[config.mk]
export PLATFORM = sky130hd
export DESIGN_NAME = kquant_lane_dequantizer
export DESIGN_NICKNAME = d
export VERILOG_FILES = /design/src/kqld_pkg.sv /design/src/kqld_fmul_int.sv /design/src/kqld_fsub.sv /design/src/kqld_lane.sv /design/src/kquant_lane_dequantizer.sv
export SDC_FILE = /design/constraint.sdc
export NUM_CORES = 2
export LEC_CHECK = 0
export BUFFER_PORTS_ARGS = -buffer_cell sky130_fd_sc_hd__buf_4
export CORE_MARGIN = 2
export CORE_UTILIZATION = 40
export DETAILED_ROUTE_END_ITERATION = 10
export PLACE_DENSITY = 0.65
export SYNTH_ARGS = -nofsm -noshare
export SYNTH_HDL_FRONTEND = slang
export SYNTH_SLANG_ARGS = --single-unit
[constraint.sdc]
create_clock -name clk -period 14.11 [get_ports clk]
set_input_delay 4.233 -clock clk [delete_from_list [all_inputs] [get_ports clk]]
set_output_delay 4.233 -clock clk [all_outputs]
set_load 0.01 [all_outputs]
[src/kqld_pkg.sv]
// Shared types, constants and the half-to-single conversion for the lane dequantiser.
`default_nettype none
package kqld_pkg;

  // Format register codes.
  localparam logic [1:0] FMT_Q4 = 2'd0;
  localparam logic [1:0] FMT_Q5 = 2'd1;
  localparam logic [1:0] FMT_Q6 = 2'd2;

  // IEEE single and half constants.
  localparam logic [7:0]  EXP_MAX     = 8'hff;
  localparam logic [31:0] QNAN_BIT    = 32'h0040_0000;
  localparam logic [31:0] DEFAULT_NAN = 32'hffc0_0000;
  localparam logic [7:0]  BIAS_ADJ    = 8'd112;
  localparam logic [7:0]  SUBN_BASE   = 8'd103;
  localparam logic [4:0]  HALF_EXP_MAX = 5'h1f;

  // Cycles from the issue register to the lane result.
  localparam int LANE_LAT = 4;

  // Operands of one weight computation.
  typedef struct packed {
    logic [31:0]       d;
    logic [31:0]       dm;
    logic signed [8:0] sc;
    logic signed [8:0] mn;
    logic signed [8:0] q;
    logic              six;
  } lane_op_t;

  // Position and end mark of one result.
  typedef struct packed {
    logic [9:0] index;
    logic       last;
  } tag_t;

  // Converts half bits to single bits exactly, subnormals normalised.
  function automatic logic [31:0] half_to_single(input logic [15:0] h);
    logic [4:0]  ex;
    logic [9:0]  fr;
    logic [3:0]  p;
    logic [9:0]  nf;
    logic [31:0] r;
    ex = h[14:10];
    fr = h[9:0];
    p = 4'd0;
    for (int i = 0; i < 10; i++) begin
      if (fr[i]) p = 4'(i);
    end
    nf = fr << (4'd10 - p);
    if (ex == 5'd0) begin
      r = (fr == 10'd0) ? {h[15], 31'd0} : {h[15], SUBN_BASE + {4'd0, p}, nf, 13'd0};
    end else if (ex == HALF_EXP_MAX) begin
      r = {h[15], EXP_MAX, fr, 13'd0};
    end else begin
      r = {h[15], {3'd0, ex} + BIAS_ADJ, fr, 13'd0};
    end
    return r;
  endfunction

endpackage
`default_nettype wire

[src/kqld_fmul_int.sv]
// Single-precision multiply of a float by a small signed integer, rounded to nearest even.
`default_nettype none
module kqld_fmul_int (
  input  logic [31:0]       a,
  input  logic signed [8:0] n,
  output logic [31:0]       y
);
  import kqld_pkg::*;

  logic        neg;
  logic        sgn;
  logic [8:0]  nneg;
  logic [7:0]  mag;
  logic [7:0]  ea;
  logic [31:0] prod;
  logic [3:0]  t;
  logic [31:0] low;
  logic [31:0] half;
  logic [31:0] keep;
  logic        up;
  logic [24:0] rnd;
  logic [7:0]  eo;

  // Exact product, then a right shift of at most eight places with rounding.
  always_comb begin
    neg  = n[8];
    nneg = -n;
    mag  = neg ? nneg[7:0] : n[7:0];
    ea   = a[30:23];
    sgn  = a[31] ^ neg;
    prod = {8'd0, 1'b1, a[22:0]} * {24'd0, mag};
    t = 4'd0;
    for (int i = 0; i < 9; i++) begin
      if (prod[23+i]) t = 4'(i);
    end
    low  = prod & ((32'd1 << t) - 32'd1);
    half = (t == 4'd0) ? 32'd0 : (32'd1 << (t - 4'd1));
    keep = prod >> t;
    up   = (t != 4'd0) && ((low > half) || ((low == half) && keep[0]));
    rnd  = {1'b0, keep[23:0]} + {24'd0, up};
    eo   = ea + {4'd0, t} + {7'd0, rnd[24]};
    if (ea == EXP_MAX) begin
      if (a[22:0] != 23'd0) y = a | QNAN_BIT;
      else if (mag == 8'd0) y = DEFAULT_NAN;
      else y = {sgn, a[30:0]};
    end else if (ea == 8'd0 || mag == 8'd0) begin
      y = {sgn, 31'd0};
    end else begin
      y = {sgn, eo, rnd[24] ? 23'd0 : rnd[22:0]};
    end
  end

endmodule
`default_nettype wire

[src/kqld_fsub.sv]
// Two-stage single-precision subtractor a - b, rounded to nearest even.
`default_nettype none
module kqld_fsub (
  input  logic        clk,
  input  logic [31:0] a,
  input  logic [31:0] b,
  output logic [31:0] y
);
  import kqld_pkg::*;

  logic [31:0] bn;
  logic [31:0] big;
  logic [31:0] sml;
  logic        a_nan, b_nan, a_inf, b_inf, a_zero, b_zero;
  logic        spec_w;
  logic [31:0] specv_w;
  logic [7:0]  diff;
  logic [26:0] mb;
  logic [26:0] ms;
  logic [26:0] al;
  logic        st;
  logic [26:0] als;
  logic [27:0] sum_w;

  logic        spec;
  logic [31:0] specv;
  logic [27:0] sum;
  logic [7:0]  eb;
  logic        sb;

  logic [4:0]  lz;
  logic [26:0] nrm;
  logic [7:0]  en;
  logic        up;
  logic [24:0] m25;
  logic [7:0]  ef;
  logic [31:0] y_next;

  // Stage one: special operands, operand swap, alignment and the add.
  always_comb begin
    bn     = {~b[31], b[30:0]};
    a_nan  = (a[30:23] == EXP_MAX) && (a[22:0] != 23'd0);
    b_nan  = (b[30:23] == EXP_MAX) && (b[22:0] != 23'd0);
    a_inf  = (a[30:23] == EXP_MAX) && (a[22:0] == 23'd0);
    b_inf  = (b[30:23] == EXP_MAX) && (b[22:0] == 23'd0);
    a_zero = (a[30:23] == 8'd0);
    b_zero = (b[30:23] == 8'd0);
    spec_w  = 1'b1;
    specv_w = 32'd0;
    priority if (a_nan) begin
      specv_w = a | QNAN_BIT;
    end else if (b_nan) begin
      specv_w = b | QNAN_BIT;
    end else if (a_inf && b_inf) begin
      specv_w = (a[31] == bn[31]) ? a : DEFAULT_NAN;
    end else if (a_inf) begin
      specv_w = a;
    end else if (b_inf) begin
      specv_w = bn;
    end else if (a_zero && b_zero) begin
      specv_w = {a[31] & bn[31], 31'd0};
    end else begin
      spec_w = 1'b0;
    end
    if (a[30:0] >= bn[30:0]) begin
      big = a;
      sml = bn;
    end else begin
      big = bn;
      sml = a;
    end
    diff = big[30:23] - sml[30:23];
    mb   = {big[30:23] != 8'd0, big[22:0], 3'd0};
    ms   = {sml[30:23] != 8'd0, sml[22:0], 3'd0};
    if (diff >= 8'd27) begin
      al = 27'd0;
      st = (ms != 27'd0);
    end else begin
      al = ms >> diff;
      st = ((ms & ((27'd1 << diff) - 27'd1)) != 27'd0);
    end
    als   = {al[26:1], al[0] | st};
    sum_w = (big[31] ^ sml[31]) ? ({1'b0, mb} - {1'b0, als}) : ({1'b0, mb} + {1'b0, als});
  end

  always_ff @(posedge clk) begin
    spec  <= spec_w;
    specv <= specv_w;
    sum   <= sum_w;
    eb    <= big[30:23];
    sb    <= big[31];
  end

  // Stage two: leading-zero search, normalisation and rounding.
  always_comb begin
    lz = 5'd0;
    for (int i = 0; i < 27; i++) begin
      if (sum[i]) lz = 5'(26 - i);
    end
    if (sum[27]) begin
      nrm = {sum[27:2], sum[1] | sum[0]};
      en  = eb + 8'd1;
    end else begin
      nrm = sum[26:0] << lz;
      en  = eb - {3'd0, lz};
    end
    up  = nrm[2] & (nrm[1] | nrm[0] | nrm[3]);
    m25 = {1'b0, nrm[26:3]} + {24'd0, up};
    ef  = en + {7'd0, m25[24]};
    if (spec) y_next = specv;
    else if (sum == 28'd0) y_next = 32'd0;
    else y_next = {sb, ef, m25[24] ? 23'd0 : m25[22:0]};
  end

  always_ff @(posedge clk) begin
    y <= y_next;
  end

endmodule
`default_nettype wire

[src/kqld_lane.sv]
// One dequantising lane: (d*scale)*q minus dmin*min, or (d*scale)*q in six-bit format.
`default_nettype none
module kqld_lane (
  input  logic               clk,
  input  kqld_pkg::lane_op_t op,
  output logic [31:0]        y
);
  import kqld_pkg::*;

  logic [31:0]       p_w, m_w, r_w, sub_w;
  logic [31:0]       p1, m1, r2, m2, r3, r4;
  logic signed [8:0] q1;
  logic              six1, six2, six3, six4;

  kqld_fmul_int u_mul_ds (.a(op.d),  .n(op.sc), .y(p_w));
  kqld_fmul_int u_mul_mn (.a(op.dm), .n(op.mn), .y(m_w));
  kqld_fmul_int u_mul_q  (.a(p1),    .n(q1),    .y(r_w));
  kqld_fsub     u_sub    (.clk(clk), .a(r2), .b(m2), .y(sub_w));

  // Scale products, then the quant product, then the subtraction.
  always_ff @(posedge clk) begin
    p1   <= p_w;
    m1   <= m_w;
    q1   <= op.q;
    six1 <= op.six;
    r2   <= r_w;
    m2   <= m1;
    six2 <= six1;
    r3   <= r2;
    six3 <= six2;
    r4   <= r3;
    six4 <= six3;
  end

  // The six-bit format skips the minimum term.
  assign y = six4 ? r4 : sub_w;

endmodule
`default_nettype wire

[src/kquant_lane_dequantizer.sv]
// Top level of the k-quant lane dequantiser: item register, issue sequencer, lanes, merge.
//
// Channel   Direction  Handshake                      Payload
// request   in         start & !busy                  lane, word_a, word_b, high_bits,
//                                                     d_half, dmin_half, factor0..factor3
// config    in         cfg_valid & cfg_ready          cfg_data (format)
// result    out        result_valid, one cycle each   element_index, value_a, value_b, last
//
// A request yields eight results on consecutive cycles; they pass through the item register,
// the issue register, the lane pipeline and the result register. The next request is taken in
// the cycle the previous one issues its last pair, so the two lanes and the result port stay
// busy without gaps.
// Reset clears the format register, the sequencer and all valid flags.
// The receiver cannot stall; cfg_ready is always high.
`default_nettype none
module kquant_lane_dequantizer (
  input  logic        clk,
  input  logic        rst,
  input  logic        start,
  output logic        busy,
  input  logic [5:0]  lane,
  input  logic [31:0] word_a,
  input  logic [31:0] word_b,
  input  logic [31:0] high_bits,
  input  logic [15:0] d_half,
  input  logic [15:0] dmin_half,
  input  logic [7:0]  factor0,
  input  logic [7:0]  factor1,
  input  logic [7:0]  factor2,
  input  logic [7:0]  factor3,
  input  logic        cfg_valid,
  output logic        cfg_ready,
  input  logic [1:0]  cfg_data,
  output logic        result_valid,
  output logic [9:0]  element_index,
  output logic [31:0] value_a,
  output logic [31:0] value_b,
  output logic        last
);
  import kqld_pkg::*;

  logic        take;
  logic [1:0]  fmt;
  logic        itm_valid;
  logic [2:0]  cnt;
  logic [5:0]  itm_lane;
  logic [31:0] itm_wa, itm_wb, itm_hw, itm_d, itm_dm;
  logic [7:0]  fac [4];

  logic        part;
  logic [1:0]  j;
  logic [3:0]  la, lb;
  logic [7:0]  hb;
  logic [1:0]  ha6, hb6;
  logic        six;
  lane_op_t    opa_w, opb_w, opa, opb;
  tag_t        tag_w;
  logic        vld [LANE_LAT+1];
  tag_t        tag [LANE_LAT+1];
  logic [31:0] ya, yb;

  assign cfg_ready = 1'b1;
  assign take      = start && !busy;
  assign busy      = itm_valid && (cnt != 3'd7);

  // Format register.
  always_ff @(posedge clk) begin
    if (rst) begin
      fmt <= FMT_Q4;
    end else if (cfg_valid && cfg_ready) begin
      fmt <= cfg_data;
    end
  end

  // Item register and the sequencer over the eight result pairs.
  always_ff @(posedge clk) begin
    if (rst) begin
      itm_valid <= 1'b0;
      cnt       <= 3'd0;
    end else if (take) begin
      itm_valid <= 1'b1;
      cnt       <= 3'd0;
    end else if (itm_valid) begin
      cnt <= cnt + 3'd1;
      if (cnt == 3'd7) itm_valid <= 1'b0;
    end
  end

  always_ff @(posedge clk) begin
    if (take) begin
      itm_lane <= lane;
      itm_wa   <= word_a;
      itm_wb   <= word_b;
      itm_hw   <= high_bits;
      itm_d    <= half_to_single(d_half);
      itm_dm   <= half_to_single(dmin_half);
      fac[0]   <= factor0;
      fac[1]   <= factor1;
      fac[2]   <= factor2;
      fac[3]   <= factor3;
    end
  end

  // Operand selection for the current part and byte.
  always_comb begin
    part = cnt[2];
    j    = cnt[1:0];
    la   = 4'(itm_wa >> {j, part, 2'b00});
    lb   = 4'(itm_wb >> {j, part, 2'b00});
    hb   = 8'(itm_hw >> {j, 3'b000});
    ha6  = part ? hb[5:4] : hb[1:0];
    hb6  = part ? hb[7:6] : hb[3:2];
    six  = (fmt != FMT_Q4) && (fmt != FMT_Q5);
    opa_w.d   = itm_d;
    opa_w.dm  = itm_dm;
    opa_w.six = six;
    opb_w.d   = itm_d;
    opb_w.dm  = itm_dm;
    opb_w.six = six;
    if (six) begin
      opa_w.sc = {fac[{part, 1'b0}][7], fac[{part, 1'b0}]};
      opb_w.sc = {fac[{part, 1'b1}][7], fac[{part, 1'b1}]};
      opa_w.mn = 9'sd0;
      opb_w.mn = 9'sd0;
      opa_w.q  = $signed({3'd0, ha6, la} - 9'd32);
      opb_w.q  = $signed({3'd0, hb6, lb} - 9'd32);
    end else begin
      opa_w.sc = {1'b0, fac[{1'b0, part}]};
      opb_w.sc = {1'b0, fac[{1'b0, part}]};
      opa_w.mn = {1'b0, fac[{1'b1, part}]};
      opb_w.mn = {1'b0, fac[{1'b1, part}]};
      opa_w.q  = {4'd0, (fmt == FMT_Q5) & hb[{1'b0, part}], la};
      opb_w.q  = {4'd0, (fmt == FMT_Q5) & hb[{1'b1, part}], lb};
    end
    tag_w.index = {itm_lane[5:2], part, 1'b0, itm_lane[1:0], j};
    tag_w.last  = (cnt == 3'd7);
  end

  // Issue register feeding both lanes.
  always_ff @(posedge clk) begin
    opa <= opa_w;
    opb <= opb_w;
  end

  kqld_lane u_lane_a (.clk(clk), .op(opa), .y(ya));
  kqld_lane u_lane_b (.clk(clk), .op(opb), .y(yb));

  // Tags travel alongside the lanes.
  always_ff @(posedge clk) begin
    if (rst) begin
      for (int i = 0; i <= LANE_LAT; i++) vld[i] <= 1'b0;
    end else begin
      vld[0] <= itm_valid;
      for (int i = 1; i <= LANE_LAT; i++) vld[i] <= vld[i-1];
    end
  end

  always_ff @(posedge clk) begin
    tag[0] <= tag_w;
    for (int i = 1; i <= LANE_LAT; i++) tag[i] <= tag[i-1];
  end

  // Merge the two lane values with their tag into the result register.
  always_ff @(posedge clk) begin
    if (rst) begin
      result_valid <= 1'b0;
    end else begin
      result_valid <= vld[LANE_LAT];
    end
    element_index <= tag[LANE_LAT].index;
    last          <= tag[LANE_LAT].last;
    value_a       <= ya;
    value_b       <= yb;
  end

  // A taken request keeps the sequencer occupied in the next cycle.
  assert property (@(posedge clk) disable iff (rst) take |=> busy)
    else $error("request taken but sequencer not occupied");

  // Results of one request follow each other without gaps.
  assert property (@(posedge clk) disable iff (rst) (result_valid && !last) |=> result_valid)
    else $error("gap inside the results of one request");

  // The first result after a gap is part zero, byte zero.
  assert property (@(posedge clk) disable iff (rst)
    $rose(result_valid) |-> (element_index[5] == 1'b0 && element_index[1:0] == 2'd0))
    else $error("result sequence did not start at its first pair");

endmodule
`default_nettype wire

==> results.py <==
metrics = {
    "critical_path": {
        "path_max_fanout": 27,
        "arrival_ns": 13.66,
        "cpMaxStageDelayCell": "or4_4",
        "critical_path_required_ns": 14.78,
        "endpoint_kind": "register",
        "crit_top_cell": "fa_1",
        "max_stage_delay_ns": 0.55,
        "path_class": "reg -> reg",
        "start_kind": "register",
        "rr_worst_depth": 57,
    },
    "sta": {
        "layout_min_cycle_time_ns": 12.98,
        "tightestPinTransition_ns": 2.24,
        "rsz0062_at_grt": "false",
        "hold_viol_final": 0,
        "finClkSkew_ns": 0.0678,
        "fmax_mhz": 77.0,
        "relSlewSlack_pct": -50.4,
        "fin_crit_sh_pct": 92.0,
        "setup_violations": 0,
        "fin_tns_setup_ns": 0,
        "drv_slew": 32,
    },
    "synth": {
        "synth.area.top_cells": "dfxtp_1 20%, fa_1 12%, ha_1 8.2%, edfxtp_1 6.8%, mux2i_1 4.1%",
        "yosysWarnings": 0,
        "synth_edf_count": 170,
        "synth.most_common_cell": "nand2_1",
        "synth_cell_types": 121,
        "synth-seq-cells": 922,
        "synth_flop_cell": "dfxtp_1",
        "netlist_area_sq_um": 75300,
        "synthCells": 8599,
        "synth_common_cells": "805 x nand2_1, 784 x inv_1, 752 x dfxtp_1, 511 x nor2_1, 496 x ha_1",
        "ys_async_sr_fraction_pct": 0,
        "syn_avg_cell_area_sq_um": 8.76,
        "synth_top_area_cell": "dfxtp_1",
        "yosysSeqAreaShare_pct": 26.8,
        "yosys.area.top_type_share_pct": 20.0,
    },
    "floorplanning": {
        "initial_core_util_pct": 40.2,
        "dieArea_sq_um": 192000,
        "row_count": 159,
        "die_width_um": 438,
        "core-area_sq_um": 187000,
        "die_h_um": 438,
        "num_io_pins": 250,
    },
    "place": {
        "dp_hpwl_um": 194000,
        "finalWeightedCongestion": 0.994,
        "portBuffers": 247,
    },
    "min_path": {
        "hp-class": "reg -> reg",
        "min_path_cells": 0,
    },
    "global_routing": {
        "grt_max_degree": 88,
        "grt_pass1_vias": 64409,
        "grt_pass1_wl_um": 385000,
        "antenna_found_initial": 4,
        "grt_overflow": 0,
        "grt.total_usage_pct": 25.5,
    },
    "route": {
        "wl_per_cell_um": 22.0,
        "route.detailed.drc": 0,
        "drtPass1Iterations": 6,
        "wirelength_um": 250000,
        "avgViaCountPerCell": 5.72,
        "drt-initial-drc-count": 5883,
        "via_count": 65069,
        "drt.antenna.violating_nets": 0,
    },
    "status": {
        "violations": "slew limit",
        "outcome": "finished with violations",
    },
    "finish": {
        "largestRegisters": "opb: 60 flops, tag: 50 flops",
        "top_register": "opb",
        "drive_gt1_share_pct": 9.77,
        "area_growth_pct": 11.1,
        "largest_reg_flops": 60,
        "fin_nets": 9905,
    },
    "clocking": {
        "clk_pin_slew_ns": 0.06,
        "cts_buffers": 97,
        "cts_tree": "yes",
        "htree_levels": 3,
        "root_buffer": "clkbuf_16",
        "clockBufferDepth": 3,
        "hold_buffers": 0,
        "clk_latency_ns": 0.76,
        "cts_sinks": 922,
    },
    "job": {
        "cap_violations": 0,
    },
}
cells by family (layout without fill, tap and decap cells):
kind of cell	after synthesis	after routing	synth area share, %
other	2	174	0.00997
buffers and inverters	1241	1356	6.34
adders and majority gates	936	936	19.9
and+or+nand+nor	2620	2620	17.3
DFF	922	922	26.8
AOI/OAI and AO/OA	2082	2082	18.4
xor gates and xnor gates	310	310	3.62
muxes	486	486	7.64
final timing paths:
check | slack, ns | start | end
setup / recovery | 1.13 | u_lane_a.q1[0] | u_lane_a.r2[29]
hold / removal | 0.32 | u_lane_b.r3[4] | u_lane_b.r4[4]
setup reg to reg | 1.13 | u_lane_a.q1[0] | u_lane_a.r2[29]
hold reg to reg | 0.32 | u_lane_b.r3[4] | u_lane_b.r4[4]
per-layer routing:
metal  track usage, %  vias up  part of all wire (%)
met3             4.36      517                   7.7
met4             9.78        0                   4.1
met2             41.3     2735                    46
li1                 -    30308                     -
met1             34.0    31509                    43
met5                0        -                     0
per-stage QoR:
step | utilization, % | hold WS (ns) | instances | setup WS [ns] | cell area (sq um)
floorplan | - | 0.310 | 8765 | 1.43 | 75900
global placement | 42.8 | 0.310 | 11190 | 1.16 | 80200
detailed placement | 42.8 | 0.312 | 11190 | 0.896 | 80200
CTS | 44.6 | 0.320 | 11372 | 0.861 | 83600
global route | 44.6 | 0.323 | 11379 | 0.0676 | 83700
finish | 44.6 | 0.320 | 11381 | 1.13 | 83700
layout make-up:
type                       instances  area (sq um)
timing repair buffer             375          2820
clock inverter                    53           666
inverter                         798          3000
timing repair inverter             1          7.51
tap                             2495          3120
antenna                            6          15.0
multi-input combinational       6602         51100
fill                           18271        104000
sequential                       922         20200
clock buffer                     129          2750
worst max-delay path: cells and delay by family, from the launching register on:
kind / cells / cell delay, ns
AOI/OAI and AO/OA: 19 / 3.51
xor gates and xnor gates: 3 / 0.67
adders and majority gates: 11 / 3.96
buffers and inverters: 7 / 1.01
DFF: 1 / 0.30
and+or+nand+nor: 17 / 3.41
cell usage in the layout (no fill, tap or decap), types with 36 or more instances in the layout:
master     instances
or2_2             38
mux2_2           119
nor2b_1          169
and2_1           343
and3_1            58
xnor2_1          189
o22ai_1           36
a211oi_1         100
mux2i_1          308
o21ai_1           36
xor2_1           114
nand2b_1          80
a21oi_1          494
clkbuf_16        101
nand4_1           73
a31oi_1           53
a21o_1           128
or3_1             40
inv_1            783
nand3_1          174
edfxtp_1         170
o21ai_0          459
nor4_1            76
fa_1             440
dfxtp_1          750
ha_1             496
o31ai_1           66
nand2_1          803
o211ai_1          91
o21a_1            45
a22o_1            88
nor3_1           140
o21bai_1          88
mux4_2            59
buf_4            375
a22oi_1           41
nor2_1           508
conb_1           168
repair_timing:
item                       in CTS  in global routing
gates resized for setup         0                  6
buffers inserted                0                  2
setup endpoints to repair       0                  2
Power is left out: the tool's default activity adds up to more than one toggle a clock period on the data nets, which glitch-free logic cannot reach.
